<file path="config.mk">
export PLATFORM = sky130hd
export DESIGN_NAME = bgb_emit_flat
export DESIGN_NICKNAME = d
export VERILOG_FILES = /design/src/design/bgb_pkg.sv /design/src/design/bgb_out_if.sv /design/src/design/bgb_emit.sv /design/src/flat_wrapper.sv
export SDC_FILE = /design/constraint.sdc
export NUM_CORES = 1
export LEC_CHECK = 0
export BUFFER_PORTS_ARGS = -buffer_cell sky130_fd_sc_hd__buf_2
export CORE_MARGIN = 3
export CORE_UTILIZATION = 30
export DETAILED_ROUTE_END_ITERATION = 10
export SYNTH_ARGS = -nofsm -noshare
export SYNTH_HDL_FRONTEND = slang
export SYNTH_SLANG_ARGS = --single-unit
</file>
<file path="constraint.sdc">
create_clock -name clk -period 13.95 [get_ports clk]
set_input_delay 0.6975 -clock clk [delete_from_list [all_inputs] [get_ports clk]]
set_output_delay 0.6975 -clock clk [all_outputs]
set_load 0.05 [all_outputs]
</file>
<file path="src/design/bgb_pkg.sv">
// shared types and constants of the bitmap glyph blitter
// no dependencies
package bgb_pkg;

  // configuration register indexes
  localparam logic [2:0] REG_GLYPH_WIDTH  = 3'd0;
  localparam logic [2:0] REG_GLYPH_HEIGHT = 3'd1;
  localparam logic [2:0] REG_GLYPH_COUNT  = 3'd2;
  localparam logic [2:0] REG_GLYPH_BYTES  = 3'd3;
  localparam logic [2:0] REG_HEADER_BYTES = 3'd4;
  localparam logic [2:0] REG_LINE_PITCH   = 3'd5;
  localparam logic [2:0] REG_FB_BASE      = 3'd6;

  // register reset values
  localparam logic [4:0]  RST_GLYPH_WIDTH  = 5'd8;
  localparam logic [5:0]  RST_GLYPH_HEIGHT = 6'd16;
  localparam logic [9:0]  RST_GLYPH_COUNT  = 10'd256;
  localparam logic [6:0]  RST_GLYPH_BYTES  = 7'd16;
  localparam logic [7:0]  RST_HEADER_BYTES = 8'd32;
  localparam logic [15:0] RST_LINE_PITCH   = 16'd4096;
  localparam logic [31:0] RST_FB_BASE      = 32'd0;

  // pixels per row byte and framebuffer bytes per segment
  localparam int unsigned SEG_PIXELS = 8;
  localparam logic [31:0] SEG_STRIDE = 32'd32;

  // width of a store address before wrapping (header plus glyph offset)
  localparam int unsigned RED_W = 17;

  typedef struct packed {
    logic [4:0]  glyph_width;
    logic [5:0]  glyph_height;
    logic [9:0]  glyph_count;
    logic [6:0]  glyph_bytes;
    logic [7:0]  header_bytes;
    logic [15:0] line_pitch;
    logic [31:0] fb_base;
  } cfg_t;

  // one row segment on its way from the sequencer to the output stage
  typedef struct packed {
    logic [31:0] addr;
    logic [3:0]  cnt;
    logic        last;
    logic [31:0] fg;
    logic [31:0] bg;
  } seg_t;

  typedef enum logic [2:0] {
    ST_IDLE,
    ST_MUL,
    ST_SETUP,
    ST_REDUCE,
    ST_WRITE,
    ST_EMIT
  } state_t;

endpackage

</file>
<file path="src/design/bgb_out_if.sv">
// result channel of the bitmap glyph blitter: one row segment per transfer
// no dependencies
interface bgb_out_if;
  logic        valid;
  logic        ready;
  logic [31:0] pixel_address;
  logic [3:0]  pixel_count;
  logic [31:0] color_0;
  logic [31:0] color_1;
  logic [31:0] color_2;
  logic [31:0] color_3;
  logic [31:0] color_4;
  logic [31:0] color_5;
  logic [31:0] color_6;
  logic [31:0] color_7;
  logic        last_segment;

  modport source (
    output valid, pixel_address, pixel_count, color_0, color_1, color_2, color_3,
           color_4, color_5, color_6, color_7, last_segment,
    input  ready
  );
  modport sink (
    input  valid, pixel_address, pixel_count, color_0, color_1, color_2, color_3,
           color_4, color_5, color_6, color_7, last_segment,
    output ready
  );
endinterface

</file>
<file path="src/design/bgb_emit.sv">
// output stage: holds the segment whose store read is in flight and the
// result register, expands row bits into colors
// depends on bgb_pkg and bgb_out_if
module bgb_emit (
  input  logic          clk,
  input  logic          rst,
  input  logic          issue,
  input  bgb_pkg::seg_t seg,
  input  logic [7:0]    rdata,
  output logic          can_issue,
  bgb_out_if.source     pixels
);

  logic          pend_valid;
  bgb_pkg::seg_t pend;
  logic          out_valid;
  logic          move;
  logic [31:0]   color_next [bgb_pkg::SEG_PIXELS];
  logic [31:0]   color      [bgb_pkg::SEG_PIXELS];
  logic [31:0]   out_addr;
  logic [3:0]    out_cnt;
  logic          out_last;

  assign move      = pend_valid && (!out_valid || pixels.ready);
  assign can_issue = !pend_valid || move;

  // msb first, unused pixels read as zero
  always_comb begin
    for (int k = 0; k < bgb_pkg::SEG_PIXELS; k++) begin
      if (4'(k) < pend.cnt) begin
        color_next[k] = rdata[3'(7 - k)] ? pend.fg : pend.bg;
      end else begin
        color_next[k] = 32'd0;
      end
    end
  end

  // in-flight read stage
  always_ff @(posedge clk) begin
    if (rst) begin
      pend_valid <= 1'b0;
    end else if (issue) begin
      pend_valid <= 1'b1;
    end else if (move) begin
      pend_valid <= 1'b0;
    end
  end

  always_ff @(posedge clk) begin
    if (issue) begin
      pend <= seg;
    end
  end

  // result register
  always_ff @(posedge clk) begin
    if (rst) begin
      out_valid <= 1'b0;
    end else if (move) begin
      out_valid <= 1'b1;
    end else if (pixels.ready) begin
      out_valid <= 1'b0;
    end
  end

  always_ff @(posedge clk) begin
    if (move) begin
      out_addr <= pend.addr;
      out_cnt  <= pend.cnt;
      out_last <= pend.last;
      color    <= color_next;
    end
  end

  assign pixels.valid         = out_valid;
  assign pixels.pixel_address = out_addr;
  assign pixels.pixel_count   = out_cnt;
  assign pixels.color_0       = color[0];
  assign pixels.color_1       = color[1];
  assign pixels.color_2       = color[2];
  assign pixels.color_3       = color[3];
  assign pixels.color_4       = color[4];
  assign pixels.color_5       = color[5];
  assign pixels.color_6       = color[6];
  assign pixels.color_7       = color[7];
  assign pixels.last_segment  = out_last;

endmodule

</file>
<file path="src/flat_wrapper.sv">
// flat-port wrapper written by rule: the top's interface ports become plain ports
module bgb_emit_flat 
  (clk, rst, issue, seg, rdata, can_issue, pixels_valid, pixels_pixel_address, pixels_pixel_count, pixels_color_0, pixels_color_1, pixels_color_2, pixels_color_3, pixels_color_4, pixels_color_5, pixels_color_6, pixels_color_7, pixels_last_segment, pixels_ready);
  bgb_out_if pixels_i ();
  input  logic clk;
  input  logic rst;
  input  logic issue;
  input  bgb_pkg::seg_t seg;
  input  logic [7:0] rdata;
  output logic can_issue;
  output wire logic [$bits(pixels_i.valid)-1:0] pixels_valid;
  output wire logic [$bits(pixels_i.pixel_address)-1:0] pixels_pixel_address;
  output wire logic [$bits(pixels_i.pixel_count)-1:0] pixels_pixel_count;
  output wire logic [$bits(pixels_i.color_0)-1:0] pixels_color_0;
  output wire logic [$bits(pixels_i.color_1)-1:0] pixels_color_1;
  output wire logic [$bits(pixels_i.color_2)-1:0] pixels_color_2;
  output wire logic [$bits(pixels_i.color_3)-1:0] pixels_color_3;
  output wire logic [$bits(pixels_i.color_4)-1:0] pixels_color_4;
  output wire logic [$bits(pixels_i.color_5)-1:0] pixels_color_5;
  output wire logic [$bits(pixels_i.color_6)-1:0] pixels_color_6;
  output wire logic [$bits(pixels_i.color_7)-1:0] pixels_color_7;
  output wire logic [$bits(pixels_i.last_segment)-1:0] pixels_last_segment;
  input wire logic [$bits(pixels_i.ready)-1:0] pixels_ready;
  assign pixels_valid = pixels_i.valid;
  assign pixels_pixel_address = pixels_i.pixel_address;
  assign pixels_pixel_count = pixels_i.pixel_count;
  assign pixels_color_0 = pixels_i.color_0;
  assign pixels_color_1 = pixels_i.color_1;
  assign pixels_color_2 = pixels_i.color_2;
  assign pixels_color_3 = pixels_i.color_3;
  assign pixels_color_4 = pixels_i.color_4;
  assign pixels_color_5 = pixels_i.color_5;
  assign pixels_color_6 = pixels_i.color_6;
  assign pixels_color_7 = pixels_i.color_7;
  assign pixels_last_segment = pixels_i.last_segment;
  assign pixels_i.ready = pixels_ready;
  bgb_emit u_core (.clk(clk), .rst(rst), .issue(issue), .seg(seg), .rdata(rdata), .can_issue(can_issue), .pixels(pixels_i));
endmodule
</file>
; After elaboration in Yosys (flattened, before gate mapping)
; Index checks and enable logic that the tools add are counted.
[totals]
ff_bits = 396
inputBits = 113
output_inout_bits = 295
wordCells = 41
[classes]
magnitude_cmp = 8
mux = 8
reduce_logical = 7
[ops]
columns = cell, count
row1 = 32-bit two-way mux, 4
row2 = 3-bit by 4-bit < comparator with 1-bit output (first input constant), 4
row3 = 1-bit by 4-bit < comparator with 1-bit output (first input constant), 2
row4 = 2-bit by 4-bit < comparator with 1-bit output (first input constant), 2
row5 = 1-bit two-way mux, 4
row6 = 2-bit nonzero test, 2
row7 = 1-bit zero test, 2
row8 = 1-bit logical OR, 2
row9 = 1-bit logical AND, 1

; Longest topological paths before layout
[logic_depth]
word_depth = 5
depth_mapped = 4
mapped_depth_nobuf = 2

; Worst setup path before layout
; OpenSTA, ideal clock, no wires.
[synth_timing]
kind = input -> register
start = input pixels_ready
end = register u_core.color, in the netlist u_core.pixels.color_0[0], enable pin
setup_ps = 692
arrival_time_ps = 7462
t_required_ps = 13258
path_slack_ps = 5796
stages = 2
path_buffers = 0
path_cell_list = nand2b_1 and2_1
[synth_via]
elab_chain_len = 2
[synth_lines]
columns = element, line
row1 = "start, declared", flat_wrapper.sv:23  ; input wire logic [$bits(pixels_i.ready)-1:0] pixels_ready;
row2 = 1-bit logical OR, bgb_emit.sv:24  ; assign move = pend_valid && (!out_valid || pixels.ready);
row3 = 1-bit logical AND, bgb_emit.sv:24
row4 = net u_core.move, bgb_emit.sv:17  ; logic move;
row5 = "end signal, assigned", bgb_emit.sv:71  ; color <= color_next;
row6 = "end, declared", bgb_emit.sv:19  ; logic [31:0] color [bgb_pkg::SEG_PIXELS];
; The timed path passes the listed nets, and every way through them passes these cells.
; A chain may end at the register's enable or synchronous reset.

; Worst setup path in the final report
[layout_timing]
start = register u_core.out_valid, in the netlist u_core.pixels.valid
end = register u_core.color, in the netlist u_core.pixels.color_3[17], enable pin
[layout_via]
elab_chain_len = 3
[layout_lines]
columns = element, line
row1 = "start, declared", bgb_emit.sv:16  ; logic out_valid;
row2 = "start signal, assigned", bgb_emit.sv:58  ; out_valid <= 1'b0;
row3 = "start signal, assigned", bgb_emit.sv:60  ; out_valid <= 1'b1;
row4 = "start signal, assigned", bgb_emit.sv:62  ; out_valid <= 1'b0;
row5 = 1-bit zero test, bgb_emit.sv:24
row6 = 1-bit logical OR, bgb_emit.sv:24
row7 = 1-bit logical AND, bgb_emit.sv:24
row8 = net u_core.move, bgb_emit.sv:17
; The timed path passes the listed nets, and every way through them passes these cells.

==> metrics.csv <==
stage,metric,value,unit
floorplan,floorplan.die.height,227.8,um
place,dp.final_hpwl,26450,um
clock_network,cts_htree_levels,2,
yosys,synthesis.area,14760,um2
global_route,gr-usage-all-layers,0.1540,
pwr,irDropWorstVdd,0.0001004,V
clock_network,cts_max_path_buffers,3,
place,post-place-cells,1873,
layout,area.growth.synth_to_final,28.91,%
yosys,yosys_warnings,0,
clock_network,cts_post_setup_buffers_inserted,0,
critical_path,worst_ep_required_time,14130,ps
place,port_buffers,403,
global_route,grt_antenna_before_repair,6,
yosys,most_numerous_cell_types_in_the_synthesized_netlist,"394 x edfxtp_1, 128 x mux2i_1, 128 x nor2b_1",
layout,finalInstanceArea,19020,um2
layout,fin_cells,1957,
status,status,"finished, final reports clean",
yosys,post_synth_mux_area_share,0.08683,
critical_path,cp.arrival,3240,ps
clock_network,tritoncts.num_buffers,45,
yosys,async_reset_ff_frac,0,
timing,layout_setup_ws,10890,ps
route,routed-via-count,8682,
global_route,grt_pass1_wl,59920,um
route,routed_wl,41060,um
yosys,yosys.area.top_type,edfxtp_1,
global_route,grt_start_max_net_pins,73,
yosys,synth.ff_latch_count,396,
floorplan,chipWidth,227.8,um
layout,multi_input_area,2751,um2
route,drt-pass1-iter-count,4,
timing,fmax,326.4,MHz
timing,final.min_clock_period,3064,ps
timing,timing.setup.tns,0,ps
clock_network,cts.sinks,396,
layout,regArea,11870,um2
clock_network,clock_latency,570,ps
critical_path,crit_path_capture_type,flip-flop,
yosys,synth-edff-count,394,
floorplan,dieArea,51880,um2
route,post_dr_vias_cell,4.436,
timing,rsz_0062_raised_after_global_routing,no,
timing,worst_slew_pin_slew,1189,ps
yosys,synthSimpleGateAreaFrac,0.08149,
route,initialDrtViolationCount,422,
timing,timing_max_transition_violations_final,0,
floorplan,start_util,0.3065,
clock_network,post_cts_hold_buffer_count,0,
yosys,post_synth_inst_count,839,
layout,post_route_cells_drive_above_1_share,0.3849,
place,pre_cts_ws,10320,ps
clock_network,clk_pin_slew_worst_paths,60,ps
yosys,synth_compound_area_frac,0.01348,
place,gp_congestion,0.7908,
clock_network,clock_tree_from_tritoncts,built,
clock_network,ctsRootBufferMaster,clkbuf_16,
floorplan,core,48150,um2
yosys,synth_top_family_by_area,multiplexers,
yosys,avg_cell_area_syn,17.59,um2
hold_path,hp-class,input pin to flip-flop,
yosys,yosys-top-cells-area,"edfxtp_1 80%, mux2i_1 8.7%, nor2b_1 5.4%",
timing,finalSetupViolations,0,
floorplan,floorplan.rows,80,
timing,relSlewSlack,0.2046,
global_route,first_global_vias,8971,
critical_path,crit_path_max_fanout,72,
yosys,synth_top_cell_area_share,0.8018,
pwr,power_density,155.8,nW/um2
global_route,overflow,0,
clock_network,postCtsResizedCells,0,
yosys,synth_unique_cells,18,
yosys,syn-num-nets,952,
layout,n_fill_cell,4516,
timing,clock-skew-final,21.70,ps
pwr,p_total,2.963,mW
route,drc,0,
yosys,synth.most_common_cell,edfxtp_1,
yosys,fraction_of_the_mapped_netlist_area_in_adder_cells,0,
route,wl_per_cell,20.98,um
yosys,xor_and_xnor_fraction_of_the_mapped_netlist_area,0,
timing,post-route-period-util,0.2196,
timing,final-hold-violation-count,0,
yosys,yosysSeqAreaShare,0.8045,
pwr,leakagePower,7.532,nW
route,antenna_left,0,
layout,finalNetCount,1377,
critical_path,crit_path_launch_type,flip-flop,
yosys,synth_ff_type,edfxtp_1,
place,place_area,17620,um2
floorplan,ioPinCount,408,
run,max_cap_violations,0,
critical_path,crit_type,flip-flop to flip-flop,
==> area by class of cell <==
class / instances / area share
clock inverters: 29 / 0.01052
multi-input cells: 396 / 0.1447
well taps: 656 / 0.04315
repair buffers: 422 / 0.1137
inverters: 3 / 0.0005920
clock buffers: 53 / 0.06302
diodes: 2 / 0.0002631
flip-flops and latches: 396 / 0.6241
==> path summary, 6_finish.rpt <==
kind	endpoint	start	cells past startpoint	slack (ps)
worst max-delay path	u_core.pixels.color_3[17]	u_core.pixels.valid	4	10890
worst min-delay path	u_core.pend[67]	seg[67]	1	300
worst max register to register	u_core.pixels.color_3[17]	u_core.pixels.valid	4	10890
worst min register to register	u_core.pixels.last_segment	u_core.pend[64]	0	410
==> cells by family (layout without fill, tap and decap cells) <==
logic type	after synthesis	count (layout)
flops	396	396
mux	128	128
simple gates	230	230
compound gates	38	38
buf+inv	47	507
other cells	0	2
==> registers in the layout, summed over array words and instances (netlist names) <==
signal	cells
u_core.pixels.color_1	32
u_core.pixels.color_3	32
u_core.pend_valid	1
u_core.pixels.last_segment	1
u_core.pend	101
u_core.pixels.color_5	32
u_core.pixels.pixel_count	4
u_core.pixels.color_2	32
u_core.pixels.valid	1
u_core.pixels.color_6	32
u_core.pixels.color_7	32
u_core.pixels.color_0	32
u_core.pixels.pixel_address	32
u_core.pixels.color_4	32
==> per-layer routing <==
metal  vias up  global-route usage  share of wire
met3        70             0.05377          0.081
met5         -                   0         0.0014
li1       3948                   -              -
met4         8             0.04448          0.023
met1      4320              0.1909           0.41
met2       336              0.2553           0.48
==> worst max-delay path, stage by stage, from the launching register on <==
cell and delay, ps:
dfxtp_1 320, nand2b_1 90, and2_4 540, buf_4 760
buf_4 840
==> layout by cell type (no fill, tap or decap), types with 2 or more instances in the layout <==
cell,instances
buf_2,402
edfxtp_1,394
mux2i_1,128
nor2b_1,128
nor2_1,96
clkbuf_16,47
a21oi_1,34
buf_4,20
clkinv_2,9
clkinv_1,7
clkbuf_1,6
clkinvlp_4,5
clkinv_4,4
inv_6,3
diode_2,2
inv_1,2
dfxtp_1,2
==> power by group <==
part | switching, mW | internal (mW)
registers | 0.0443 | 1.41
clock network | 0.478 | 0.637
logic | 0.299 | 0.0929
total | 0.822 | 2.14
==> through the flow <==
step	hold slack, ps	utilization
global placement	400.2	0.3659
finish	303.8	0.3951
global route	259.9	0.3950
CTS	260.7	0.3950
floorplan	400.3	-
detailed placement	404.5	0.3659
Note: power is estimated with default switching activity, not from simulation.
