File: src/design/bgb_pkg.sv
// shared types and constants of the bitmap glyph blitter
// no dependencies
package bgb_pkg;

  // configuration register indexes
  localparam logic [2:0] REG_GLYPH_WIDTH  = 3'd0;
  localparam logic [2:0] REG_GLYPH_HEIGHT = 3'd1;
  localparam logic [2:0] REG_GLYPH_COUNT  = 3'd2;
  localparam logic [2:0] REG_GLYPH_BYTES  = 3'd3;
  localparam logic [2:0] REG_HEADER_BYTES = 3'd4;
  localparam logic [2:0] REG_LINE_PITCH   = 3'd5;
  localparam logic [2:0] REG_FB_BASE      = 3'd6;

  // register reset values
  localparam logic [4:0]  RST_GLYPH_WIDTH  = 5'd8;
  localparam logic [5:0]  RST_GLYPH_HEIGHT = 6'd16;
  localparam logic [9:0]  RST_GLYPH_COUNT  = 10'd256;
  localparam logic [6:0]  RST_GLYPH_BYTES  = 7'd16;
  localparam logic [7:0]  RST_HEADER_BYTES = 8'd32;
  localparam logic [15:0] RST_LINE_PITCH   = 16'd4096;
  localparam logic [31:0] RST_FB_BASE      = 32'd0;

  // pixels per row byte and framebuffer bytes per segment
  localparam int unsigned SEG_PIXELS = 8;
  localparam logic [31:0] SEG_STRIDE = 32'd32;

  // width of a store address before wrapping (header plus glyph offset)
  localparam int unsigned RED_W = 17;

  typedef struct packed {
    logic [4:0]  glyph_width;
    logic [5:0]  glyph_height;
    logic [9:0]  glyph_count;
    logic [6:0]  glyph_bytes;
    logic [7:0]  header_bytes;
    logic [15:0] line_pitch;
    logic [31:0] fb_base;
  } cfg_t;

  // one row segment on its way from the sequencer to the output stage
  typedef struct packed {
    logic [31:0] addr;
    logic [3:0]  cnt;
    logic        last;
    logic [31:0] fg;
    logic [31:0] bg;
  } seg_t;

  typedef enum logic [2:0] {
    ST_IDLE,
    ST_MUL,
    ST_SETUP,
    ST_REDUCE,
    ST_WRITE,
    ST_EMIT
  } state_t;

endpackage

File: src/design/bgb_in_if.sv
// request channel of the bitmap glyph blitter: load and draw requests
// no dependencies
interface bgb_in_if;
  logic        valid;
  logic        ready;
  logic        mode;
  logic [15:0] char_code;
  logic [9:0]  cell_x;
  logic [9:0]  cell_y;
  logic [31:0] fg_color;
  logic [31:0] bg_color;
  logic [14:0] store_address;
  logic [7:0]  store_byte;

  modport source (
    output valid, mode, char_code, cell_x, cell_y, fg_color, bg_color,
           store_address, store_byte,
    input  ready
  );
  modport sink (
    input  valid, mode, char_code, cell_x, cell_y, fg_color, bg_color,
           store_address, store_byte,
    output ready
  );
endinterface

File: src/design/bgb_seq.sv
// sequencer: takes requests, computes glyph and framebuffer addresses,
// wraps store addresses, writes loaded bytes and issues one store read per row segment
// depends on bgb_pkg and bgb_in_if
module bgb_seq #(
  parameter int unsigned STORE_BYTES = 32768,
  parameter int unsigned MAX_WIDTH   = 16,
  parameter int unsigned MAX_HEIGHT  = 32,
  localparam int unsigned AW = $clog2(STORE_BYTES)
) (
  input  logic            clk,
  input  logic            rst,
  bgb_in_if.sink          cmd,
  input  bgb_pkg::cfg_t   cfg,
  output logic            mem_we,
  output logic [AW-1:0]   mem_waddr,
  output logic [7:0]      mem_wdata,
  output logic            mem_re,
  output logic [AW-1:0]   mem_raddr,
  output bgb_pkg::seg_t   seg,
  input  logic            can_issue
);

  // conditional subtract steps that bring a RED_W-bit address below STORE_BYTES
  localparam int unsigned RED_SPAN  = 1 << bgb_pkg::RED_W;
  localparam int unsigned RED_CEIL  = $clog2((RED_SPAN + STORE_BYTES - 1) / STORE_BYTES);
  localparam int unsigned RED_STEPS = (RED_CEIL > 0) ? RED_CEIL : 1;
  localparam int unsigned STEP_W    = (RED_STEPS > 1) ? $clog2(RED_STEPS) : 1;
  localparam logic [AW-1:0] PTR_LAST = AW'(STORE_BYTES - 1);

  bgb_pkg::state_t state, state_next;

  logic                      is_load;
  logic [15:0]               code;
  logic [9:0]                cx;
  logic [9:0]                cy;
  logic [31:0]               fg;
  logic [31:0]               bg;
  logic [7:0]                sbyte;
  logic [4:0]                w;
  logic [5:0]                h;
  logic [16:0]               idxgb;
  logic [14:0]               cyh;
  logic [13:0]               cxw;
  logic [31:0]               cyhp;
  logic [bgb_pkg::RED_W-1:0] red_val;
  logic [bgb_pkg::RED_W-1:0] red_nxt;
  logic [STEP_W-1:0]         step;
  logic [AW-1:0]             ptr;
  logic [31:0]               row_addr;
  logic [5:0]                y;
  logic                      b;

  logic [4:0]  w_sat;
  logic [5:0]  h_sat;
  logic [9:0]  idx;
  logic [31:0] thresh;
  logic        last_byte;
  logic        issue;

  // saturated geometry and glyph index
  assign w_sat = (cfg.glyph_width > 5'(MAX_WIDTH)) ? 5'(MAX_WIDTH) : cfg.glyph_width;
  assign h_sat = (cfg.glyph_height > 6'(MAX_HEIGHT)) ? 6'(MAX_HEIGHT) : cfg.glyph_height;
  assign idx   = (code != 16'd0 && code < {6'd0, cfg.glyph_count}) ? code[9:0] : 10'd0;

  // one step of the store address wrap
  assign thresh  = 32'(STORE_BYTES) << step;
  assign red_nxt = ({15'd0, red_val} >= thresh) ?
                   (red_val - bgb_pkg::RED_W'(thresh)) : red_val;

  // second row byte exists only for glyphs wider than eight pixels
  assign last_byte = b || (w <= 5'd8);
  assign issue     = (state == bgb_pkg::ST_EMIT) && can_issue;

  // state register
  always_ff @(posedge clk) begin
    if (rst) begin
      state <= bgb_pkg::ST_IDLE;
    end else begin
      state <= state_next;
    end
  end

  // next state and outputs
  always_comb begin
    state_next = state;
    cmd.ready  = (state == bgb_pkg::ST_IDLE);
    mem_we     = (state == bgb_pkg::ST_WRITE);
    mem_waddr  = AW'(red_val);
    mem_wdata  = sbyte;
    mem_re     = issue;
    mem_raddr  = ptr;
    seg.addr   = row_addr + (b ? bgb_pkg::SEG_STRIDE : 32'd0);
    seg.cnt    = b ? 4'(w - 5'd8) : ((w > 5'd8) ? 4'd8 : w[3:0]);
    seg.last   = last_byte && (y == h - 6'd1);
    seg.fg     = fg;
    seg.bg     = bg;
    case (state)
      bgb_pkg::ST_IDLE: begin
        if (cmd.valid) begin
          state_next = cmd.mode ? bgb_pkg::ST_MUL : bgb_pkg::ST_REDUCE;
        end
      end
      bgb_pkg::ST_MUL: begin
        if (w == 5'd0 || h == 6'd0) begin
          state_next = bgb_pkg::ST_IDLE;
        end else begin
          state_next = bgb_pkg::ST_SETUP;
        end
      end
      bgb_pkg::ST_SETUP: begin
        state_next = bgb_pkg::ST_REDUCE;
      end
      bgb_pkg::ST_REDUCE: begin
        if (step == '0) begin
          state_next = is_load ? bgb_pkg::ST_WRITE : bgb_pkg::ST_EMIT;
        end
      end
      bgb_pkg::ST_WRITE: begin
        state_next = bgb_pkg::ST_IDLE;
      end
      bgb_pkg::ST_EMIT: begin
        if (issue && seg.last) begin
          state_next = bgb_pkg::ST_IDLE;
        end
      end
      default: begin
        state_next = bgb_pkg::ST_IDLE;
      end
    endcase
  end

  // datapath registers
  always_ff @(posedge clk) begin
    case (state)
      bgb_pkg::ST_IDLE: begin
        if (cmd.valid) begin
          is_load <= ~cmd.mode;
          code    <= cmd.char_code;
          cx      <= cmd.cell_x;
          cy      <= cmd.cell_y;
          fg      <= cmd.fg_color;
          bg      <= cmd.bg_color;
          sbyte   <= cmd.store_byte;
          w       <= w_sat;
          h       <= h_sat;
          red_val <= bgb_pkg::RED_W'(cmd.store_address);
          step    <= STEP_W'(RED_STEPS - 1);
        end
      end
      // glyph offset and cell position products
      bgb_pkg::ST_MUL: begin
        idxgb <= 17'(idx) * 17'(cfg.glyph_bytes);
        cyh   <= 15'(cy) * 15'(h);
        cxw   <= 14'(cx) * 14'(w);
      end
      bgb_pkg::ST_SETUP: begin
        red_val <= bgb_pkg::RED_W'(cfg.header_bytes) + idxgb;
        cyhp    <= 32'(cyh) * 32'(cfg.line_pitch);
        step    <= STEP_W'(RED_STEPS - 1);
      end
      // wrap the store address, build the framebuffer origin
      bgb_pkg::ST_REDUCE: begin
        red_val  <= red_nxt;
        step     <= step - STEP_W'(1);
        ptr      <= AW'(red_nxt);
        row_addr <= cfg.fb_base + cyhp + {16'd0, cxw, 2'b00};
        y        <= 6'd0;
        b        <= 1'b0;
      end
      // walk rows and row bytes, store pointer wraps at the end
      bgb_pkg::ST_EMIT: begin
        if (issue) begin
          ptr <= (ptr == PTR_LAST) ? '0 : ptr + AW'(1);
          if (last_byte) begin
            b        <= 1'b0;
            y        <= y + 6'd1;
            row_addr <= row_addr + 32'(cfg.line_pitch);
          end else begin
            b <= 1'b1;
          end
        end
      end
      default: begin
      end
    endcase
  end

endmodule

File: src/flat_wrapper.sv
// flat-port wrapper written by rule: the top's interface ports become plain ports
module bgb_seq_flat 
#(
  parameter int unsigned STORE_BYTES = 32768,
  parameter int unsigned MAX_WIDTH   = 16,
  parameter int unsigned MAX_HEIGHT  = 32,
  localparam int unsigned AW = $clog2(STORE_BYTES)
)
  (clk, rst, cfg, mem_we, mem_waddr, mem_wdata, mem_re, mem_raddr, seg, can_issue, cmd_valid, cmd_mode, cmd_char_code, cmd_cell_x, cmd_cell_y, cmd_fg_color, cmd_bg_color, cmd_store_address, cmd_store_byte, cmd_ready);
  bgb_in_if cmd_i ();
  input  logic clk;
  input  logic rst;
  input  bgb_pkg::cfg_t cfg;
  output logic mem_we;
  output logic [AW-1:0] mem_waddr;
  output logic [7:0] mem_wdata;
  output logic mem_re;
  output logic [AW-1:0] mem_raddr;
  output bgb_pkg::seg_t seg;
  input  logic can_issue;
  input wire logic [$bits(cmd_i.valid)-1:0] cmd_valid;
  input wire logic [$bits(cmd_i.mode)-1:0] cmd_mode;
  input wire logic [$bits(cmd_i.char_code)-1:0] cmd_char_code;
  input wire logic [$bits(cmd_i.cell_x)-1:0] cmd_cell_x;
  input wire logic [$bits(cmd_i.cell_y)-1:0] cmd_cell_y;
  input wire logic [$bits(cmd_i.fg_color)-1:0] cmd_fg_color;
  input wire logic [$bits(cmd_i.bg_color)-1:0] cmd_bg_color;
  input wire logic [$bits(cmd_i.store_address)-1:0] cmd_store_address;
  input wire logic [$bits(cmd_i.store_byte)-1:0] cmd_store_byte;
  output wire logic [$bits(cmd_i.ready)-1:0] cmd_ready;
  assign cmd_i.valid = cmd_valid;
  assign cmd_i.mode = cmd_mode;
  assign cmd_i.char_code = cmd_char_code;
  assign cmd_i.cell_x = cmd_cell_x;
  assign cmd_i.cell_y = cmd_cell_y;
  assign cmd_i.fg_color = cmd_fg_color;
  assign cmd_i.bg_color = cmd_bg_color;
  assign cmd_i.store_address = cmd_store_address;
  assign cmd_i.store_byte = cmd_store_byte;
  assign cmd_ready = cmd_i.ready;
  bgb_seq #(.STORE_BYTES(STORE_BYTES), .MAX_WIDTH(MAX_WIDTH), .MAX_HEIGHT(MAX_HEIGHT)) u_core (.clk(clk), .rst(rst), .cmd(cmd_i), .cfg(cfg), .mem_we(mem_we), .mem_waddr(mem_waddr), .mem_wdata(mem_wdata), .mem_re(mem_re), .mem_raddr(mem_raddr), .seg(seg), .can_issue(can_issue));
endmodule
File: config.mk
export PLATFORM = sky130hd
export DESIGN_NAME = bgb_seq_flat
export DESIGN_NICKNAME = d
export VERILOG_FILES = /design/src/design/bgb_pkg.sv /design/src/design/bgb_in_if.sv /design/src/design/bgb_seq.sv /design/src/flat_wrapper.sv
export SDC_FILE = /design/constraint.sdc
export NUM_CORES = 1
export LEC_CHECK = 0
export BUFFER_PORTS_ARGS = -buffer_cell sky130_fd_sc_hd__buf_2
export CORE_MARGIN = 2
export CORE_UTILIZATION = 54
export CTS_CLUSTER_DIAMETER = 120
export DETAILED_ROUTE_END_ITERATION = 12
export GPL_TIMING_DRIVEN = 1
export PLACE_DENSITY = 0.78
export SKIP_CTS_REPAIR_TIMING = 1
export SLEW_MARGIN = 20
export SYNTH_ARGS = -nofsm -noshare
export SYNTH_HDL_FRONTEND = slang
export SYNTH_SLANG_ARGS = --single-unit
File: constraint.sdc
create_clock -name clk -period 7.55 [get_ports clk]
set_input_delay 1.51 -clock clk [delete_from_list [all_inputs] [get_ports clk]]
set_output_delay 1.51 -clock clk [all_outputs]
set_load 0.01 [all_outputs]
# Word level (Yosys, flattened, before mapping)
# Index checks and enable logic that the tools add are counted.
dict set report word_totals {
  regBits 272
  latch_bits 0
  ram_bits 0
  mem_bits_ro 0
  input_bits 212
  memories 0
}
dict set report classes {
  add_sub_neg 11
  n_mul 4
  div 0
  order_cmp 6
  eq_ne 13
  shift 1
  mux 28
  n_bitwise 1
  reduce_logical 18
}
# operator count
set op_table {}
lappend op_table {{adder 32 x 16 -> 32 bit} 2}
lappend op_table {{two-way mux 32 bit} 2}
lappend op_table {{one-hot mux 32 bit (2 select lines)} 1}
lappend op_table {{one-hot mux 17 bit (3 select lines)} 1}
lappend op_table {{two-way mux 17 bit} 2}
lappend op_table {{adder 32 x 31 -> 32 bit} 1}
lappend op_table {{adder 32 bit} 1}
lappend op_table {{>= comparator 17 x 32 -> 1 bit} 1}
lappend op_table {{<< shifter 16 x 1 -> 32 bit, first input constant} 1}
lappend op_table {{multiplier 15 x 16 -> 31 bit} 1}
lappend op_table {{two-way mux 15 bit} 2}
lappend op_table {{one-hot mux 15 bit (2 select lines)} 1}
lappend op_table {{two-way mux 6 bit} 3}
lappend op_table {{adder 8 x 17 -> 17 bit} 1}
lappend op_table {{multiplier 10 x 7 -> 17 bit} 1}
lappend op_table {{subtractor 17 bit} 1}
lappend op_table {{less-than comparator 16 x 10 -> 1 bit} 1}
lappend op_table {{nonzero test 16 bit} 1}
lappend op_table {{adder 15 x 1 -> 15 bit, second input constant} 1}
lappend op_table {{equality test 15 bit, second input constant} 1}
lappend op_table {{multiplier 10 x 6 -> 15 bit} 1}
lappend op_table {{one-hot mux 3 bit (5 select lines)} 1}
lappend op_table {{multiplier 10 x 5 -> 14 bit} 1}
lappend op_table {{one-hot mux 6 bit (2 select lines)} 1}
lappend op_table {{other kinds (31)} 52}

# Depth between registers and ports, before layout
dict set report depth {
  depth_word 6
  mapped_depth 25
  ltp_nobuf 25
}

# Least setup slack after synthesis
# OpenSTA, ideal clock, no wires.
dict set report synth_timing {
  path_kind {input-to-reg}
  startpoint {input port cfg[37] (netlist bit)}
  endpoint {register u_core.cyhp[30] (data pin)}
  arrival_ps 7291
  required_ps 7290
  path_slack_ps -1
  cell_stages 21
  path_buffers 1
  cell_sequence {clkbuf_1 -> nand2_1 -> fa_1 -> inv_1 -> fa_1 -> fa_1 -> inv_1 -> fa_1 -> fa_1 -> inv_1 -> fa_1 -> ha_1 -> and3_1 -> a221oi_2 -> o221ai_2 -> nand4_2 -> a31oi_4 -> a311o_2 -> a221o_1 -> a21oi_2 -> xnor2_1}
}
dict set report synth_via {
  elab_chain_cells 1
}
# element line
set synth_rtl {}
lappend synth_rtl {{start: declaration} flat_wrapper.sv:13} ;# input bgb_pkg::cfg_t cfg;
lappend synth_rtl {{multiplier 15 x 16 -> 31 bit} bgb_seq.sv:158} ;# cyhp <= 32'(cyh) * 32'(cfg.line_pitch);
lappend synth_rtl {{end signal: assignment} bgb_seq.sv:158}
lappend synth_rtl {{end: declaration} bgb_seq.sv:44} ;# logic [31:0] cyhp;
# Every way passes these cells.
# A chain may end at the register's enable or synchronous reset.

# Worst setup path in the final report
dict set report layout_timing {
  startpoint {input port cfg[64] (netlist bit)}
  endpoint {register u_core.idxgb[14] (data pin)}
}
dict set report layout_via {
  elab_chain_cells 4
}
# element line
set layout_rtl {}
lappend layout_rtl {{less-than comparator 16 x 10 -> 1 bit} bgb_seq.sv:63} ;# assign idx = (code != 16'd0 && code < {6'd0, cfg.glyph_count}) ? code[9:0] : 10'd0;
lappend layout_rtl {{logical AND 1 bit} bgb_seq.sv:63}
lappend layout_rtl {{two-way mux 10 bit} bgb_seq.sv:63}
lappend layout_rtl {{multiplier 10 x 7 -> 17 bit} bgb_seq.sv:152} ;# idxgb <= 17'(idx) * 17'(cfg.glyph_bytes);
lappend layout_rtl {{end signal: assignment} bgb_seq.sv:152}
lappend layout_rtl {{end: declaration} bgb_seq.sv:41} ;# logic [16:0] idxgb;
# Every way passes these cells.

==> metrics list <==
* Result of the run: completed
- The clock drives 268 sinks.
- Clock latency on the worst-skew pair: 0.59 ns
- Counting tap cells, the placed design contains a total of 3480 instances.
* Final setup skew: 0.0411 ns
- At the end of the flow, the number of nets in the layout was 3652.
- The worst hold path begins at u_core.red_val[9].
* Number of clock buffers inserted by TritonCTS: 30
* Post-route clock period utilization: 95.0%
- Final critical path time including I/O delays and setup: 7.17 ns
- Syn avg cell area: 10.4 um^2
- Number of enable flip-flop cells after synthesis: 265
- The synthesized netlist occupies a cell area of 26400 um^2.
- Origin of the critical flop-to-flop path: u_core.cyh[14]
- After global routing the overflow that remains totals 0.
* Final number of hold-violating endpoints: 0
- Unrepaired setup endpoints after global routing: false
- Measured against its own limit, the worst slew margin works out to 34.5%.
* Setup Slack @ Placement: -0.145 ns
* Count of antenna-violating nets left after detailed routing: 0
- Total of fill cells in the finished design: 3908
- Starting utilization of the core area: 54.3%
- Number of register bits inferred by synthesis: 268
- The slowest stage of the critical path belongs to the cell sky130_fd_sc_hd__fa_1.
- Vias in the first global route: 20555
* Sequential-to-total area share from yosys stat: 30.3%
- The initial antenna violation count was 7.
* Die height: 225 um
- The tree is rooted in a sky130_fd_sc_hd__clkbuf_16.
- The HPWL after detailed placement is 51.9 mm.
- Routability Congestion: 0.926
- Synthesized instance count: 2544
- After synthesis, the share of flip-flops with an asynchronous set or reset is 0%.
- Core Area: 48600 um^2
* Clock Pin Slew Worst Setup and Hold Paths: 0.06 ns
- Number of cells on the worst hold path: 2
- Post-detailed-route via-to-cell ratio: 5.51
- Critical path class: in -> reg
* Number of port buffers: 353
- Total negative slack: 0 ns
- Once placement finished, the instance area stood at 29000 um^2.
- At the pin with the least slew margin, the transition time is 0.976 ns.
* Initial detailed-routing violation count: 1229
* Count of standard-cell rows: 81
* CP Data Arrival Time: 7.48 ns
- Drt pass-1 iters: 5
- Crit-path max cell delay: 0.55 ns
* Number of cells on the worst reg-to-reg path: 20
* Wire length reported by the detailed router: 64.1 mm
- The post-route netlist has 16.6% of its cells at a drive strength greater than 1.
- Final standard cell count with taps included and fillers excluded: 3544
- The die covers 50700 um^2.
- Across all setup checks in the final design, the least slack found is 0.377 ns.
* Endpoint kind of the worst setup timing path: flop
- Drt drc: 0
* Maxcap violations: 0
- Type of the tightest min-delay check: reg -> reg
- In this run the worst setup path begins at cfg[64].
- Final number of setup-violating endpoints: 0
- Highest net fanout along the worst path: 6
- Data required time at the worst endpoint: 7.85 ns
- Total via count after detailed routing: 19529
- The longest clock path from root to sink contains 3 buffers.
- The first global-routing pass estimated 103 mm of wire.
- Post-layout instance area: 30100 um^2
- # H-tree levels: 1
- Final number of max-transition violations: 0
- Counting stages on the worst path, the most repeated cell is sky130_fd_sc_hd__a21o_1.
- Yosys synthesis warning count: 0
- Category of the worst setup path launch point: input port
- Dividing the detail-routed wire length by the instance count gives 18.1 um.
- The most used flip-flop cell after synthesis is sky130_fd_sc_hd__edfxtp_1.
- Timing would allow up to 139 MHz.
- All-Layer GR Usage: 25.4%
* Die extent in x: 225 um
* Clock tree from TritonCTS: built
- Entering global routing, the biggest net connects 63 pins.
- The number of different library cells used by synthesis comes to 69.
- From synthesis to final layout, the design area changed by 14.0%.
- The number of nets in the synthesized netlist is 3305.
- Count of pins on the block boundary: 354
placed cells by master, fill, tap and decap left out, drive strengths merged, types with 10 or more instances in the layout:
cell,instances
o21ai,63
a21oi,95
nand3,43
o21a,27
nor3,25
clkinv,11
ha,259
xnor2,109
fa,290
nor2,102
o21bai,26
inv,314
buf,412
nand2b,14
edfxtp,265
mux2i,12
clkbuf,31
nor2b,22
nand4,16
and2,202
a21o,46
a211oi,10
nand2,330
xor2,66
and3,18
final cells by class:
type                    instances  area, um^2  share of cell area [%]
well taps                     622         778                    2.58
inverters                     309        1160                    3.85
flip-flops and latches        268        8020                    26.6
diodes                          8        20.0                  0.0664
repair buffers                412        2230                    7.40
clock buffers                  31         754                    2.50
multi-input cells            1870       16800                    55.9
clock inverters                24         338                    1.12
cells by family after synthesis:
group	Yosys count	share of synthesized area, %
simple gates	800	14.6
mux	12	0.454
xor+xnor	175	5.80
flops	268	30.3
compound gates	334	8.52
buf+inv	406	6.05
fa+ha+maj	549	34.2
final timing paths:
check | endpoint | slack (ns)
max | u_core.idxgb[14] | 0.38
min | u_core.mem_raddr[9] | 0.58
max reg2reg | u_core.cyhp[30] | 0.78
min reg2reg | u_core.mem_raddr[9] | 0.58
state kept, by name, indices dropped and copies added, names as in the netlist, 6 cells and up:
register,cells
u_core.mem_raddr,15
u_core.cy,10
u_core.cyh,15
u_core.bg,32
u_core.mem_wdata,8
u_core.y,6
u_core.h,6
u_core.cyhp,31
u_core.cxw,14
u_core.cx,10
u_core.row_addr,32
u_core.code,16
u_core.idxgb,15
u_core.red_val,15
u_core.fg,32
per-layer routing:
metal | vias up | GRT usage (%) | share of wire, %
met4 | 4 | 8.42 | 3.1
met3 | 139 | 3.74 | 6.5
li1 | 9149 | - | -
met2 | 727 | 45.5 | 51
met5 | - | 0 | 0.047
met1 | 9510 | 31.5 | 40
through the flow:
stage               util (%)  hold slack [ns]
finish                  62.0            0.582
detailed placement      59.6            0.560
global placement        59.6            0.557
CTS                     61.9            0.573
global route            61.9            0.612
floorplan                  -            0.537
cell usage after synthesis (4+ instances only):
library cell	n	share of area, %
sky130_fd_sc_hd__a211o_1	5	0.17
sky130_fd_sc_hd__a211oi_1	10	0.28
sky130_fd_sc_hd__a21o_1	44	1.2
sky130_fd_sc_hd__a21oi_1	93	1.8
sky130_fd_sc_hd__a311oi_1	4	0.13
sky130_fd_sc_hd__a31oi_1	7	0.17
sky130_fd_sc_hd__a41oi_1	5	0.17
sky130_fd_sc_hd__and2_1	202	4.8
sky130_fd_sc_hd__and3_1	18	0.43
sky130_fd_sc_hd__buf_1	5	0.071
sky130_fd_sc_hd__buf_4	20	0.57
sky130_fd_sc_hd__clkbuf_1	71	1.0
sky130_fd_sc_hd__edfxtp_1	265	30
sky130_fd_sc_hd__fa_1	290	22
sky130_fd_sc_hd__ha_1	259	12
sky130_fd_sc_hd__inv_1	309	4.4
sky130_fd_sc_hd__mux2i_1	12	0.45
sky130_fd_sc_hd__nand2_1	330	4.7
sky130_fd_sc_hd__nand2b_1	14	0.33
sky130_fd_sc_hd__nand3_1	43	0.81
sky130_fd_sc_hd__nand4_1	15	0.36
sky130_fd_sc_hd__nor2_1	102	1.4
sky130_fd_sc_hd__nor2b_1	22	0.52
sky130_fd_sc_hd__nor3_1	25	0.47
sky130_fd_sc_hd__nor4_1	8	0.19
sky130_fd_sc_hd__o211ai_1	5	0.14
sky130_fd_sc_hd__o21a_1	26	0.74
sky130_fd_sc_hd__o21ai_0	58	1.1
sky130_fd_sc_hd__o21ai_1	5	0.095
sky130_fd_sc_hd__o21bai_1	26	0.74
sky130_fd_sc_hd__o311ai_0	4	0.13
sky130_fd_sc_hd__o31ai_1	5	0.14
sky130_fd_sc_hd__or2_2	4	0.095
sky130_fd_sc_hd__or3_1	6	0.14
sky130_fd_sc_hd__xnor2_1	109	3.6
sky130_fd_sc_hd__xor2_1	66	2.2
critical path: cells and delay by family:
family | cells | cell delay (ns)
AO/OA/AOI/OAI | 10 | 2.25
adder cells (fa/ha/maj) | 6 | 2.35
AND/OR/NAND/NOR | 4 | 0.89
XOR/XNOR | 1 | 0.07
buffers and inverters | 5 | 0.40
Power is not shown: default switching activity piles up to over one toggle a cycle in this logic, so the estimate is an artifact.
